`config.mk`:
```
export PLATFORM = sky130hd
export DESIGN_NAME = csi_key_sequence_decoder
export DESIGN_NICKNAME = d
export VERILOG_FILES = /design/src/rtl/core/csikd_pkg.sv /design/src/rtl/core/csi_key_sequence_decoder.sv /design/src/rtl/core/csikd_body.sv /design/src/rtl/core/csikd_finish.sv
export SDC_FILE = /design/constraint.sdc
export NUM_CORES = 1
export LEC_CHECK = 0
export BUFFER_PORTS_ARGS = -buffer_cell sky130_fd_sc_hd__buf_2
export CAP_MARGIN = 20
export CORE_ASPECT_RATIO = 0.5
export CORE_UTILIZATION = 65
export DETAILED_ROUTE_END_ITERATION = 6
export PLACE_DENSITY = 0.82
export SETUP_SLACK_MARGIN = 0.3
export SYNTH_ARGS = -nofsm -noshare
export SYNTH_HDL_FRONTEND = slang
export SYNTH_SLANG_ARGS = --single-unit
```
`constraint.sdc`:
```
create_clock -name clock -period 7.9 [get_ports clock]
set_clock_uncertainty 0.15 [all_clocks]
set_input_delay 1.185 -clock clock [delete_from_list [all_inputs] [get_ports clock]]
set_output_delay 1.185 -clock clock [all_outputs]
set_load 0.05 [all_outputs]
```
`src/rtl/core/csikd_pkg.sv`:
```
`timescale 1ns / 1ps
package csikd_pkg;

   // byte codes of the sequence body and final letter
   localparam logic [7:0] CHAR_SEMI   = 8'h3B;
   localparam logic [7:0] CHAR_COLON  = 8'h3A;
   localparam logic [7:0] CHAR_ZERO   = 8'h30;
   localparam logic [7:0] CHAR_NINE   = 8'h39;
   localparam logic [7:0] FINAL_U     = 8'h75;
   localparam logic [7:0] FINAL_TILDE = 8'h7E;

   localparam logic [20:0] CP_MAX       = 21'h10FFFF;
   localparam logic [20:0] CP_BACKSPACE = 21'd8;
   localparam logic [20:0] CP_TAB       = 21'd9;
   localparam logic [20:0] CP_RETURN    = 21'd13;
   localparam logic [20:0] CP_ESCAPE    = 21'd27;
   localparam logic [20:0] CP_SPACE     = 21'd32;
   localparam logic [20:0] CP_DELETE    = 21'd127;
   localparam logic [20:0] CP_LOWER_A   = 21'd97;
   localparam logic [20:0] CP_LOWER_Z   = 21'd122;
   localparam logic [20:0] CP_CASE_GAP  = 21'd32;

   localparam logic [2:0] KIND_PLAIN     = 3'd0;
   localparam logic [2:0] KIND_BACKSPACE = 3'd1;
   localparam logic [2:0] KIND_TAB       = 3'd2;
   localparam logic [2:0] KIND_RETURN    = 3'd3;
   localparam logic [2:0] KIND_ESCAPE    = 3'd4;

   typedef struct packed {
      logic [2:0][20:0] params;
      logic [1:0]       count;
      logic [20:0]      acc;
      logic             digit_seen;
      logic             in_sub;
      logic             err;
      logic             nonempty;
   } csikd_state_type;

   typedef struct packed {
      logic        shift_held;
      logic        alt_held;
      logic        ctrl_held;
      logic [20:0] code_point;
      logic [2:0]  key_kind;
      logic        ok;
   } csikd_result_type;

endpackage

```
`src/rtl/core/csi_key_sequence_decoder.sv`:
```
`timescale 1ns / 1ps
// Decodes the body of a terminal CSI key report, one byte per word on req_tdata, with
// req_tlast set on the final letter ('u' or '~'). A body word is taken every clock cycle
// unless a final word waits in the input register; the parameter accumulator and parser
// flags form the only feedback loop. Each final word yields one result word, raised on
// rsp_tvalid when it moves from the input register into rsp_ff; body words yield nothing.
// A final word waits in the input register only while an earlier result is still held,
// so with rsp_tready high words follow back to back. A rejected sequence gives a result
// with ok low and all other fields zero. The parser state clears after every final word.
module csi_key_sequence_decoder
   import csikd_pkg::*;
(
   input  logic        clock,
   input  logic        reset,
   input  logic        req_tvalid,
   output logic        req_tready,
   input  logic [7:0]  req_tdata,   // body_byte
   input  logic        req_tlast,   // is_final
   output logic        rsp_tvalid,
   input  logic        rsp_tready,
   output logic [31:0] rsp_tdata    // ok, key_kind[2:0], code_point[20:0], ctrl_held,
                                    // alt_held, shift_held, zero fill
);

   logic             in_valid_ff;
   logic             in_valid_in;
   logic [7:0]       in_byte_ff;
   logic             in_final_ff;
   logic             rsp_valid_ff;
   logic             rsp_valid_in;
   csikd_result_type rsp_ff;
   csikd_result_type result;
   csikd_state_type  state;
   logic             rsp_free;
   logic             advance;
   logic             take;

   assign rsp_free   = !rsp_valid_ff || rsp_tready;
   // body words never wait on the result side
   assign advance    = in_valid_ff && (!in_final_ff || rsp_free);
   assign req_tready = !in_valid_ff || advance;
   assign take       = req_tvalid && req_tready;

   always_comb begin
      in_valid_in = in_valid_ff;
      if (take) begin
         in_valid_in = 1'b1;
      end else if (advance) begin
         in_valid_in = 1'b0;
      end
      rsp_valid_in = rsp_valid_ff;
      if (advance && in_final_ff) begin
         rsp_valid_in = 1'b1;
      end else if (rsp_tready) begin
         rsp_valid_in = 1'b0;
      end
   end

   csikd_body u_body (
      .clock     (clock),
      .reset     (reset),
      .step      (advance),
      .body_byte (in_byte_ff),
      .is_final  (in_final_ff),
      .state     (state)
   );

   csikd_finish u_finish (
      .state      (state),
      .final_byte (in_byte_ff),
      .result     (result)
   );

   always_ff @(posedge clock) begin
      if (reset) begin
         in_valid_ff  <= 1'b0;
         rsp_valid_ff <= 1'b0;
      end else begin
         in_valid_ff  <= in_valid_in;
         rsp_valid_ff <= rsp_valid_in;
      end
   end

   always_ff @(posedge clock) begin
      if (take) begin
         in_byte_ff  <= req_tdata;
         in_final_ff <= req_tlast;
      end
      if (advance && in_final_ff) begin
         rsp_ff <= result;
      end
   end

   assign rsp_tvalid = rsp_valid_ff;
   assign rsp_tdata  = {4'd0, rsp_ff};

`ifndef SYNTH
   a_rsp_from_final: assert property (@(posedge clock) disable iff (reset)
      $rose(rsp_valid_ff) |-> $past(in_valid_ff && in_final_ff))
      else $error("result word without a final input word");
   a_reject_zero: assert property (@(posedge clock) disable iff (reset)
      rsp_valid_ff && !rsp_ff.ok |-> rsp_ff == '0)
      else $error("rejected result carries non-zero fields");
   a_plain_no_shift: assert property (@(posedge clock) disable iff (reset)
      rsp_valid_ff && rsp_ff.ok && rsp_ff.key_kind == KIND_PLAIN |-> !rsp_ff.shift_held)
      else $error("shift kept on a plain key");
`endif

endmodule

```
`src/rtl/core/csikd_body.sv`:
```
`timescale 1ns / 1ps
module csikd_body
   import csikd_pkg::*;
(
   input  logic            clock,
   input  logic            reset,
   input  logic            step,
   input  logic [7:0]      body_byte,
   input  logic            is_final,
   output csikd_state_type state
);

   csikd_state_type state_ff;
   csikd_state_type state_in;
   logic [23:0]     acc_wide;
   logic [23:0]     acc_next;

   assign acc_wide = {3'b000, state_ff.acc};
   // times ten as two shifts
   assign acc_next = (acc_wide << 3) + (acc_wide << 1) + {20'd0, body_byte[3:0]};

   always_comb begin
      state_in = state_ff;
      if (step) begin
         if (is_final) begin
            state_in = '0;
         end else begin
            state_in.nonempty = 1'b1;
            if (!state_ff.err) begin
               priority if (body_byte == CHAR_SEMI) begin
                  if (!state_ff.digit_seen || state_ff.count == 2'd3) begin
                     state_in.err = 1'b1;
                  end else begin
                     if (state_ff.count == 2'd0) begin
                        state_in.params[0] = state_ff.acc;
                     end else if (state_ff.count == 2'd1) begin
                        state_in.params[1] = state_ff.acc;
                     end else begin
                        state_in.params[2] = state_ff.acc;
                     end
                     state_in.count      = state_ff.count + 2'd1;
                     state_in.acc        = '0;
                     state_in.digit_seen = 1'b0;
                     state_in.in_sub     = 1'b0;
                  end
               end else if (body_byte == CHAR_COLON) begin
                  state_in.in_sub = 1'b1;
               end else if (body_byte < CHAR_ZERO || body_byte > CHAR_NINE) begin
                  state_in.err = 1'b1;
               end else begin
                  // digits of a sub-parameter are skipped
                  if (!state_ff.in_sub) begin
                     state_in.digit_seen = 1'b1;
                     if (acc_next > {3'b000, CP_MAX}) begin
                        state_in.err = 1'b1;
                        state_in.acc = '0;
                     end else begin
                        state_in.acc = acc_next[20:0];
                     end
                  end
               end
            end
         end
      end
   end

   always_ff @(posedge clock) begin
      if (reset) begin
         state_ff <= '0;
      end else begin
         state_ff <= state_in;
      end
   end

   assign state = state_ff;

`ifndef SYNTH
   a_clear_after_final: assert property (@(posedge clock) disable iff (reset)
      step && is_final |=> state_ff == '0)
      else $error("parser state not cleared after final word");
   a_acc_in_range: assert property (@(posedge clock) disable iff (reset)
      state_ff.acc <= CP_MAX)
      else $error("accumulator above code point limit");
`endif

endmodule

```
`src/rtl/core/csikd_finish.sv`:
```
`timescale 1ns / 1ps
module csikd_finish
   import csikd_pkg::*;
(
   input  csikd_state_type  state,
   input  logic [7:0]       final_byte,
   output csikd_result_type result
);

   logic        good;
   logic [20:0] cp;
   logic [20:0] mods;
   logic [2:0]  bits;
   logic [2:0]  kind;
   logic [20:0] cp_adj;

   always_comb begin
      good = !state.err && state.nonempty && state.digit_seen && state.count != 2'd3 &&
             (final_byte == FINAL_U || final_byte == FINAL_TILDE);
      // the accumulator is the last parameter on the final word
      if (final_byte == FINAL_U) begin
         good = good && (state.count == 2'd0 || state.count == 2'd1);
         cp   = (state.count == 2'd0) ? state.acc : state.params[0];
         mods = (state.count == 2'd1) ? state.acc : 21'd1;
      end else begin
         good = good && state.count == 2'd2 && state.params[0] == CP_ESCAPE;
         mods = state.params[1];
         cp   = state.acc;
      end
      good = good && cp <= CP_MAX && mods != 21'd0;
      bits = mods[2:0] - 3'd1;

      priority if (cp == CP_BACKSPACE || cp == CP_DELETE) begin
         kind = KIND_BACKSPACE;
      end else if (cp == CP_TAB) begin
         kind = KIND_TAB;
      end else if (cp == CP_RETURN) begin
         kind = KIND_RETURN;
      end else if (cp == CP_ESCAPE) begin
         kind = KIND_ESCAPE;
      end else begin
         kind = KIND_PLAIN;
         if (cp < CP_SPACE) good = 1'b0;
      end

      // shift upper-cases ascii letters
      cp_adj = (bits[0] && cp >= CP_LOWER_A && cp <= CP_LOWER_Z) ? cp - CP_CASE_GAP : cp;

      result = '0;
      if (good) begin
         result.ok         = 1'b1;
         result.key_kind   = kind;
         result.code_point = (kind == KIND_PLAIN) ? cp_adj : 21'd0;
         result.ctrl_held  = bits[2];
         result.alt_held   = bits[1];
         result.shift_held = bits[0] && kind != KIND_PLAIN;
      end
   end

endmodule
```
==> flow_metrics.env, run 1 <==
export IMPL_rsz0062_at_grt="false"
export IMPL_drt_pass1_iterations=5
export IMPL_timing_worst_slew_pin_value_ns=1.00
export IMPL_pin_count_of_the_biggest_net_entering_global_routing=53
export IMPL_global_route_usage_met1_pct=46.1
export IMPL_initial_antenna_violation_count=0
export IMPL_yosys_register_bits=108
export IMPL_critPathRequiredTime_ns=7.94
export IMPL_leakage_nw=2.71
export IMPL_synthDominantAreaCellType="sky130_fd_sc_hd__dfxtp_1"
export IMPL_finalCritPeriodShare_pct=56.1
export IMPL_drt_antenna_violating_nets=0
export IMPL_worstPathArrival_ns=4.48
export IMPL_route_detailed_wl_per_inst_um=18.3
export IMPL_fmaxAchievable_ghz=0.226
export IMPL_global_route_usage_total_pct=32.2
export IMPL_grt_overflow=0
export IMPL_num_fill_cells=749
export IMPL_synthesis_area_per_instance_um2=8.76
export IMPL_die_area_um2=10700
export IMPL_met2_track_usage_gr_pct=48.9
export IMPL_synth_top_cell_area_share_pct=21.4
export IMPL_std_cell_rows=25
export IMPL_timing_max_slew_rel_slack_pct=32.8
export IMPL_critPathCaptureType="flip-flop"
export IMPL_dieHeight_um=73.5
export IMPL_cts_tree="built"
export IMPL_synth_seq_area_share_pct=38.1
export IMPL_ctsLongestPathBuffers=2
export IMPL_place_port_buffers=42
export IMPL_gpl_final_weighted_congestion=0.915
export IMPL_post_synth_arst_share_pct=0
export IMPL_first_pass_grt_wire_length_um=26900
export IMPL_clkTransAtPathRegs_ns=0.07
export IMPL_io_pins=47
export IMPL_min_delay_path_class="flip-flop to flip-flop"
export IMPL_worst_r2r_cell_count=12
export IMPL_finalNetCount=841
export IMPL_worstHoldPathCells=2
export IMPL_hold_ws_ns=0.303
export IMPL_min_period_ns=4.43
export IMPL_synth_cells=760
export IMPL_synth_ff_type="sky130_fd_sc_hd__dfxtp_1"
export IMPL_critPathKind="flip-flop to flip-flop"
export IMPL_number_of_sinks_driven_by_the_clock_tree=108
export IMPL_worstPathMaxFanout=23
export IMPL_cts_root_buffer_type="sky130_fd_sc_hd__clkbuf_16"
export IMPL_slew_viol_final=0
export IMPL_number_of_library_cell_types_mapped_by_synthesis=76
export IMPL_cts_made_buffers=9
export IMPL_postCtsHoldBufs=0
export IMPL_antenna_cells_inserted=0
export IMPL_setup_tns_final_ns=0
export IMPL_avgViaCountPerCell=6.58
export IMPL_synth_edff_count=37
export IMPL_number_of_global_route_vias_before_repair=5294
export IMPL_die_width_um=145
export IMPL_globalRouteMet3Util_pct=8.39
export IMPL_starting_density_of_the_core_pct=68.6
export IMPL_outcome="completed"
export IMPL_ir_worst_vdd_mv=0.105
export IMPL_cts_htree_levels=3
export IMPL_max_capacitance_violation_count=0
export IMPL_synth_area_um2=6650
export IMPL_cts_repair_timing_setup_buffer_count=0
export IMPL_core_area_um2=9700
export IMPL_finalWirelength_um=16800
export IMPL_finalCoreUtilization_pct=74.0
export IMPL_gr_max_usage_layer="met2"
export IMPL_via_count=6038
export IMPL_power_density_nw_per_um2=149
export IMPL_drcViolationCount=0
export IMPL_placed_wire_length_estimate_um=12100
export IMPL_layout_area_overhead_pct=7.82
export IMPL_synthTopCellsByArea="sky130_fd_sc_hd__dfxtp_1, sky130_fd_sc_hd__edfxtp_1, sky130_fd_sc_hd__ha_1"
export IMPL_clkLatencyLatePin_ns=0.35
export IMPL_number_of_gates_given_a_new_drive_strength_after_cts=0
export IMPL_placed_cells=901
export IMPL_yosysWarnings=0
export IMPL_layout_cells_non_filler=918
export IMPL_drive_gt1_share_pct=11.5
export IMPL_setup_violations=0
export IMPL_drt_initial_drc_count=681
export IMPL_timing_final_hold_violations=0
export IMPL_start_kind="flip-flop"
## registers in the layout, summed over array words and instances (netlist names)
name / count
in_valid_ff: 1
rsp_tdata: 28
in_byte_ff: 8
in_final_ff: 1
rsp_tvalid: 1
u_body.state: 69
## power breakdown
part	internal (mW)	switching, mW
logic	0.0158	0.0455
registers	0.580	0.00721
clock network	0.225	0.196
total	0.821	0.249
## critical path, cell delays in order (launching register included)
cell,delay (ns)
sky130_fd_sc_hd__edfxtp_1,0.48
sky130_fd_sc_hd__nand4bb_1,0.54
sky130_fd_sc_hd__nor3_4,0.91
sky130_fd_sc_hd__mux2i_1,0.33
sky130_fd_sc_hd__inv_1,0.09
sky130_fd_sc_hd__ha_1,0.26
sky130_fd_sc_hd__o211ai_1,0.11
sky130_fd_sc_hd__nor4_1,0.07
sky130_fd_sc_hd__o2bb2ai_1,0.18
sky130_fd_sc_hd__a32oi_1,0.08
sky130_fd_sc_hd__nor4_2,0.52
sky130_fd_sc_hd__nand2_1,0.30
sky130_fd_sc_hd__a31oi_1,0.24
## kinds of logic (layout without fill, tap and decap cells)
| logic type | count (synthesis) | after routing | share of synthesized area (%) |
|---|---|---|---|
| other | 1 | 4 | 0.0564 |
| buffers and inverters | 66 | 86 | 4.38 |
| adder cells (fa/ha/maj) | 50 | 50 | 9.63 |
| AND/OR/NAND/NOR | 306 | 306 | 22.5 |
| flip-flops | 108 | 108 | 38.1 |
| XOR/XNOR | 15 | 15 | 1.97 |
| multiplexers | 17 | 17 | 2.63 |
| AO/OA/AOI/OAI | 197 | 197 | 20.8 |
## synth_stat cells (all sizes together) (3+ instances only)
| cell type | count |
|---|---|
| a211oi | 6 |
| a21o | 7 |
| a21oi | 59 |
| a22oi | 21 |
| a31oi | 17 |
| a32oi | 3 |
| and3 | 9 |
| buf | 12 |
| clkbuf | 34 |
| dfxtp | 71 |
| edfxtp | 37 |
| ha | 48 |
| inv | 20 |
| mux2 | 4 |
| mux2i | 13 |
| nand2 | 108 |
| nand2b | 6 |
| nand3 | 34 |
| nand4 | 18 |
| nand4b | 3 |
| nor2 | 66 |
| nor2b | 6 |
| nor3 | 19 |
| nor4 | 13 |
| o211ai | 10 |
| o21a | 7 |
| o21ai | 18 |
| o31ai | 4 |
| o41ai | 22 |
| or2 | 4 |
| or4 | 3 |
| xnor2 | 7 |
| xor2 | 8 |
## layout make-up
class | instances | area [µm²] | area share (%)
multi-input cells | 589 | 3850 | 53.6
clock buffers | 13 | 251 | 3.51
clock inverters | 3 | 22.5 | 0.314
inverters | 20 | 75.1 | 1.05
flip-flops and latches | 108 | 2530 | 35.3
well taps | 135 | 169 | 2.35
repair buffers | 50 | 278 | 3.87
## layout by cell type (no fill, tap or decap), types with 7 or more instances in the layout
| cell type | synthesis | layout |
|---|---|---|
| sky130_fd_sc_hd__ha_1 | 48 | 48 |
| sky130_fd_sc_hd__and3_1 | 9 | 9 |
| sky130_fd_sc_hd__a21o_1 | 7 | 7 |
| sky130_fd_sc_hd__xnor2_1 | 7 | 7 |
| sky130_fd_sc_hd__inv_1 | 20 | 20 |
| sky130_fd_sc_hd__nor4_1 | 12 | 12 |
| sky130_fd_sc_hd__o41ai_1 | 21 | 21 |
| sky130_fd_sc_hd__nor3_1 | 18 | 17 |
| sky130_fd_sc_hd__o21a_1 | 7 | 7 |
| sky130_fd_sc_hd__dfxtp_1 | 71 | 71 |
| sky130_fd_sc_hd__clkbuf_16 | 0 | 9 |
| sky130_fd_sc_hd__mux2i_1 | 13 | 13 |
| sky130_fd_sc_hd__a31oi_1 | 17 | 17 |
| sky130_fd_sc_hd__a21oi_1 | 58 | 58 |
| sky130_fd_sc_hd__o21ai_0 | 18 | 16 |
| sky130_fd_sc_hd__nand3_1 | 33 | 33 |
| sky130_fd_sc_hd__o211ai_1 | 9 | 9 |
| sky130_fd_sc_hd__buf_2 | 5 | 42 |
| sky130_fd_sc_hd__nand4_1 | 18 | 18 |
| sky130_fd_sc_hd__xor2_1 | 8 | 8 |
| sky130_fd_sc_hd__a22oi_1 | 21 | 21 |
| sky130_fd_sc_hd__nand2_1 | 108 | 108 |
| sky130_fd_sc_hd__edfxtp_1 | 37 | 37 |
| sky130_fd_sc_hd__nor2_1 | 66 | 66 |
## routing by layer
metal  vias to the layer above  wire [µm]
li1                       2881          -
met1                      2797       7790
met2                       330       7010
met3                        30       1750
met4                         0        243
met5                         -          0
## path summary, 6_finish.rpt
check	start	end	slack (ns)
worst max-delay path	in_byte_ff[3]	rsp_tdata[23]	3.47
worst min-delay path	u_body.state[60]	u_body.state[60]	0.30
worst max register to register	in_byte_ff[3]	rsp_tdata[23]	3.47
worst min register to register	u_body.state[60]	u_body.state[60]	0.30
## metrics by stage
step | area [µm²] | total power [mW] | setup slack (ns)
final | 7170 | 1.07 | 3.47
after global routing | 7170 | 1.10 | 3.17
after CTS | 7160 | 1.07 | 3.56
after detailed placement | 6890 | 0.660 | 3.63
after global placement | 6880 | 0.659 | 3.75
after floorplan | 6670 | 0.645 | 4.32
Note: power is estimated with default switching activity, not from simulation.
==> run 2: changes to the inputs <==
Settings changed: CORE_UTILIZATION 65 to 61, PLACE_DENSITY 0.82 to 0.77.
Clock period 7.9 ns to 4.1 ns, I/O delays scaled along.
==> run 2 against run 1 <==
Compared with the run above:
- non-clock buffer count up 29
- fmax up 21%
- sequential power up 93%
- register-to-register slack worse by 3.0 ns
- worst setup slack worse by 3.0 ns
- utilization down 2.4 points
- global-route usage down 1.3 points
- design area up 3.9%
- largest cell class unchanged
==> flow_metrics.env, run 2 (same netlist as run 1, synthesis figures left out) <==
export IMPL_drt_initial_drc_count=509
export IMPL_io_pins=47
export IMPL_cts_root_buffer_type="sky130_fd_sc_hd__clkbuf_16"
export IMPL_drt_antenna_violating_nets=0
export IMPL_worstPathArrival_ns=3.73
export IMPL_antenna_cells_inserted=0
export IMPL_timing_final_hold_violations=0
export IMPL_finalCritPeriodShare_pct=89.0
export IMPL_die_width_um=150
export IMPL_std_cell_rows=26
export IMPL_power_density_nw_per_um2=282
export IMPL_drt_pass1_iterations=6
export IMPL_drive_gt1_share_pct=15.0
export IMPL_core_area_um2=10400
export IMPL_power_net_switching_uw=499
export IMPL_global_route_usage_total_pct=30.9
export IMPL_placed_cells=931
export IMPL_layout_cells_non_filler=952
export IMPL_placed_wire_length_estimate_um=12600
export IMPL_critPathCaptureType="flip-flop"
export IMPL_largest_register_ff_count=69
export IMPL_clkLatencyLatePin_ns=0.35
export IMPL_initial_antenna_violation_count=0
export IMPL_critPathRequiredTime_ns=4.18
export IMPL_route_detailed_wl_per_inst_um=18.2
export IMPL_via_count=6085
export IMPL_finalWirelength_um=17300
export IMPL_cts_made_buffers=9
export IMPL_gpl_final_weighted_congestion=0.938
export IMPL_finalNetCount=870
export IMPL_number_of_global_route_vias_before_repair=5110
export IMPL_leakage_nw=2.88
export IMPL_met2_track_usage_gr_pct=45.1
export IMPL_clkTransAtPathRegs_ns=0.07
export IMPL_number_of_sinks_driven_by_the_clock_tree=108
export IMPL_switching_share_pct=23.7
export IMPL_most_common_layout_cells="sky130_fd_sc_hd__nand2_1, sky130_fd_sc_hd__dfxtp_1, sky130_fd_sc_hd__nor2_1, sky130_fd_sc_hd__a21oi_1, sky130_fd_sc_hd__ha_1"
export IMPL_worstPathCellList="inv_1 > fa_2 > inv_1 > ha_1 > a21oi_1 > nand4b_1 > a2111o_1 > a21o_1 > a32oi_2 > a311oi_4 > buf_6 > o41ai_1"
export IMPL_postCtsHoldBufs=0
export IMPL_worstPathMaxFanout=11
export IMPL_min_period_ns=3.65
export IMPL_critPathKind="flip-flop to flip-flop"
export IMPL_setup_tns_final_ns=0
export IMPL_timing_max_slew_rel_slack_pct=28.8
export IMPL_layout_commonest_cell="sky130_fd_sc_hd__nand2_1"
export IMPL_sequentialPowerShare_pct=53.6
export IMPL_grt_overflow=0
export IMPL_die_area_um2=11400
export IMPL_timing_reg2reg_setup_slack_ns=0.45
export IMPL_rsz0062_at_grt="false"
export IMPL_placedInstanceArea_um2=7080
export IMPL_gr_max_usage_layer="met1"
export IMPL_post_route_cell_area_um2=7450
export IMPL_globalRouteMet3Util_pct=5.45
export IMPL_cell_internal_pwr_mw=1.61
export IMPL_setup_violations=0
export IMPL_drcViolationCount=0
export IMPL_max_stage_delay_ns=0.61
export IMPL_max_capacitance_violation_count=0
export IMPL_global_route_usage_met1_pct=47.4
export IMPL_avgViaCountPerCell=6.39
export IMPL_dieHeight_um=75.9
export IMPL_max_stage_delay_cell_worst_path="sky130_fd_sc_hd__fa_2"
export IMPL_fmaxAchievable_ghz=0.274
export IMPL_ir_worst_vdd_mv=0.238
export IMPL_comb_power_share_pct=6.1
export IMPL_slew_viol_final=0
export IMPL_first_pass_grt_wire_length_um=26900
export IMPL_layout_area_overhead_pct=12.0
export IMPL_starting_density_of_the_core_pct=63.9
export IMPL_path_delay_family="compound AO/OA/AOI/OAI gates"
export IMPL_power_frac_clock_pct=40.3
export IMPL_critical_path_most_common_cell="sky130_fd_sc_hd__inv_1"
export IMPL_outcome="completed"
export IMPL_critPathBufInv=3
export IMPL_ctsLongestPathBuffers=2
export IMPL_timing_worst_slew_pin_value_ns=1.06
export IMPL_pin_count_of_the_biggest_net_entering_global_routing=53
export IMPL_min_delay_path_class="primary input to flip-flop"
export IMPL_cts_htree_levels=3
export IMPL_cts_tree="built"
export IMPL_place_port_buffers=42
export IMPL_start_kind="flip-flop"
==> run 2: cell count changes in the layout (fill, tap and decap cells not counted), sizes merged <==
| cell | before | now |
|---|---|---|
| buf | 50 | 79 |
| clkinvlp | 1 | 0 |
| inv | 21 | 23 |
| clkbuf | 13 | 12 |
==> run 2: area by class of cell <==
cell class	instances	area, µm²
Multi-Input combinational cell	589	3890
Clock inverter	4	30.0
Inverter	20	75.1
Fill cell	828	2960
Tap cell	140	175
Clock buffer	12	258
Sequential cell	108	2530
Timing Repair Buffer	79	492
==> run 2: power by group through the flow <==
stage          Clock [mW]  Sequential [mW]  Combinational, mW
4_1_cts             0.853             1.13              0.125
5_1_grt             0.894             1.13              0.138
2_1_floorplan           0             1.17             0.0764
3_3_place_gp            0             1.15              0.121
6_report            0.849             1.13              0.128
3_5_place_dp            0             1.15              0.122
==> run 2: layer usage <==
metal  routed length (µm)  share of wire, %
met5                    0                 0
met4                  131              0.76
met3                 1560               9.0
met1                 8450                49
met2                 7180                41
==> run 2: path summary, 6_finish.rpt <==
path / start / end / depth (start not counted)
worst max-delay path: u_body.state[4] / u_body.state[17] / 12
worst min-delay path: req_tdata[4] / in_byte_ff[4] / 1
worst max register to register: u_body.state[4] / u_body.state[17] / 12
worst min register to register: u_body.state[48] / u_body.state[48] / 2
==> run 2: per-stage QoR <==
| stage | util, % | total power, mW | setup slack (ns) | hold slack, ns |
|---|---|---|---|---|
| global placement | 67.9 | 1.27 | 0.0556 | 0.287 |
| CTS | 71.1 | 2.11 | 0.413 | 0.282 |
| detailed placement | 68.0 | 1.28 | 0.213 | 0.293 |
| global route | 71.6 | 2.16 | 0.334 | 0.276 |
| floorplan | - | 1.24 | 0.524 | 0.282 |
| finish | 71.6 | 2.11 | 0.449 | 0.283 |
==> run 2: repair_timing <==
item / in CTS / in global routing
setup buffers: 3 / 2
resized for setup: 1 / 5
setup endpoints to repair: 11 / 25
pin swaps: 0 / 4
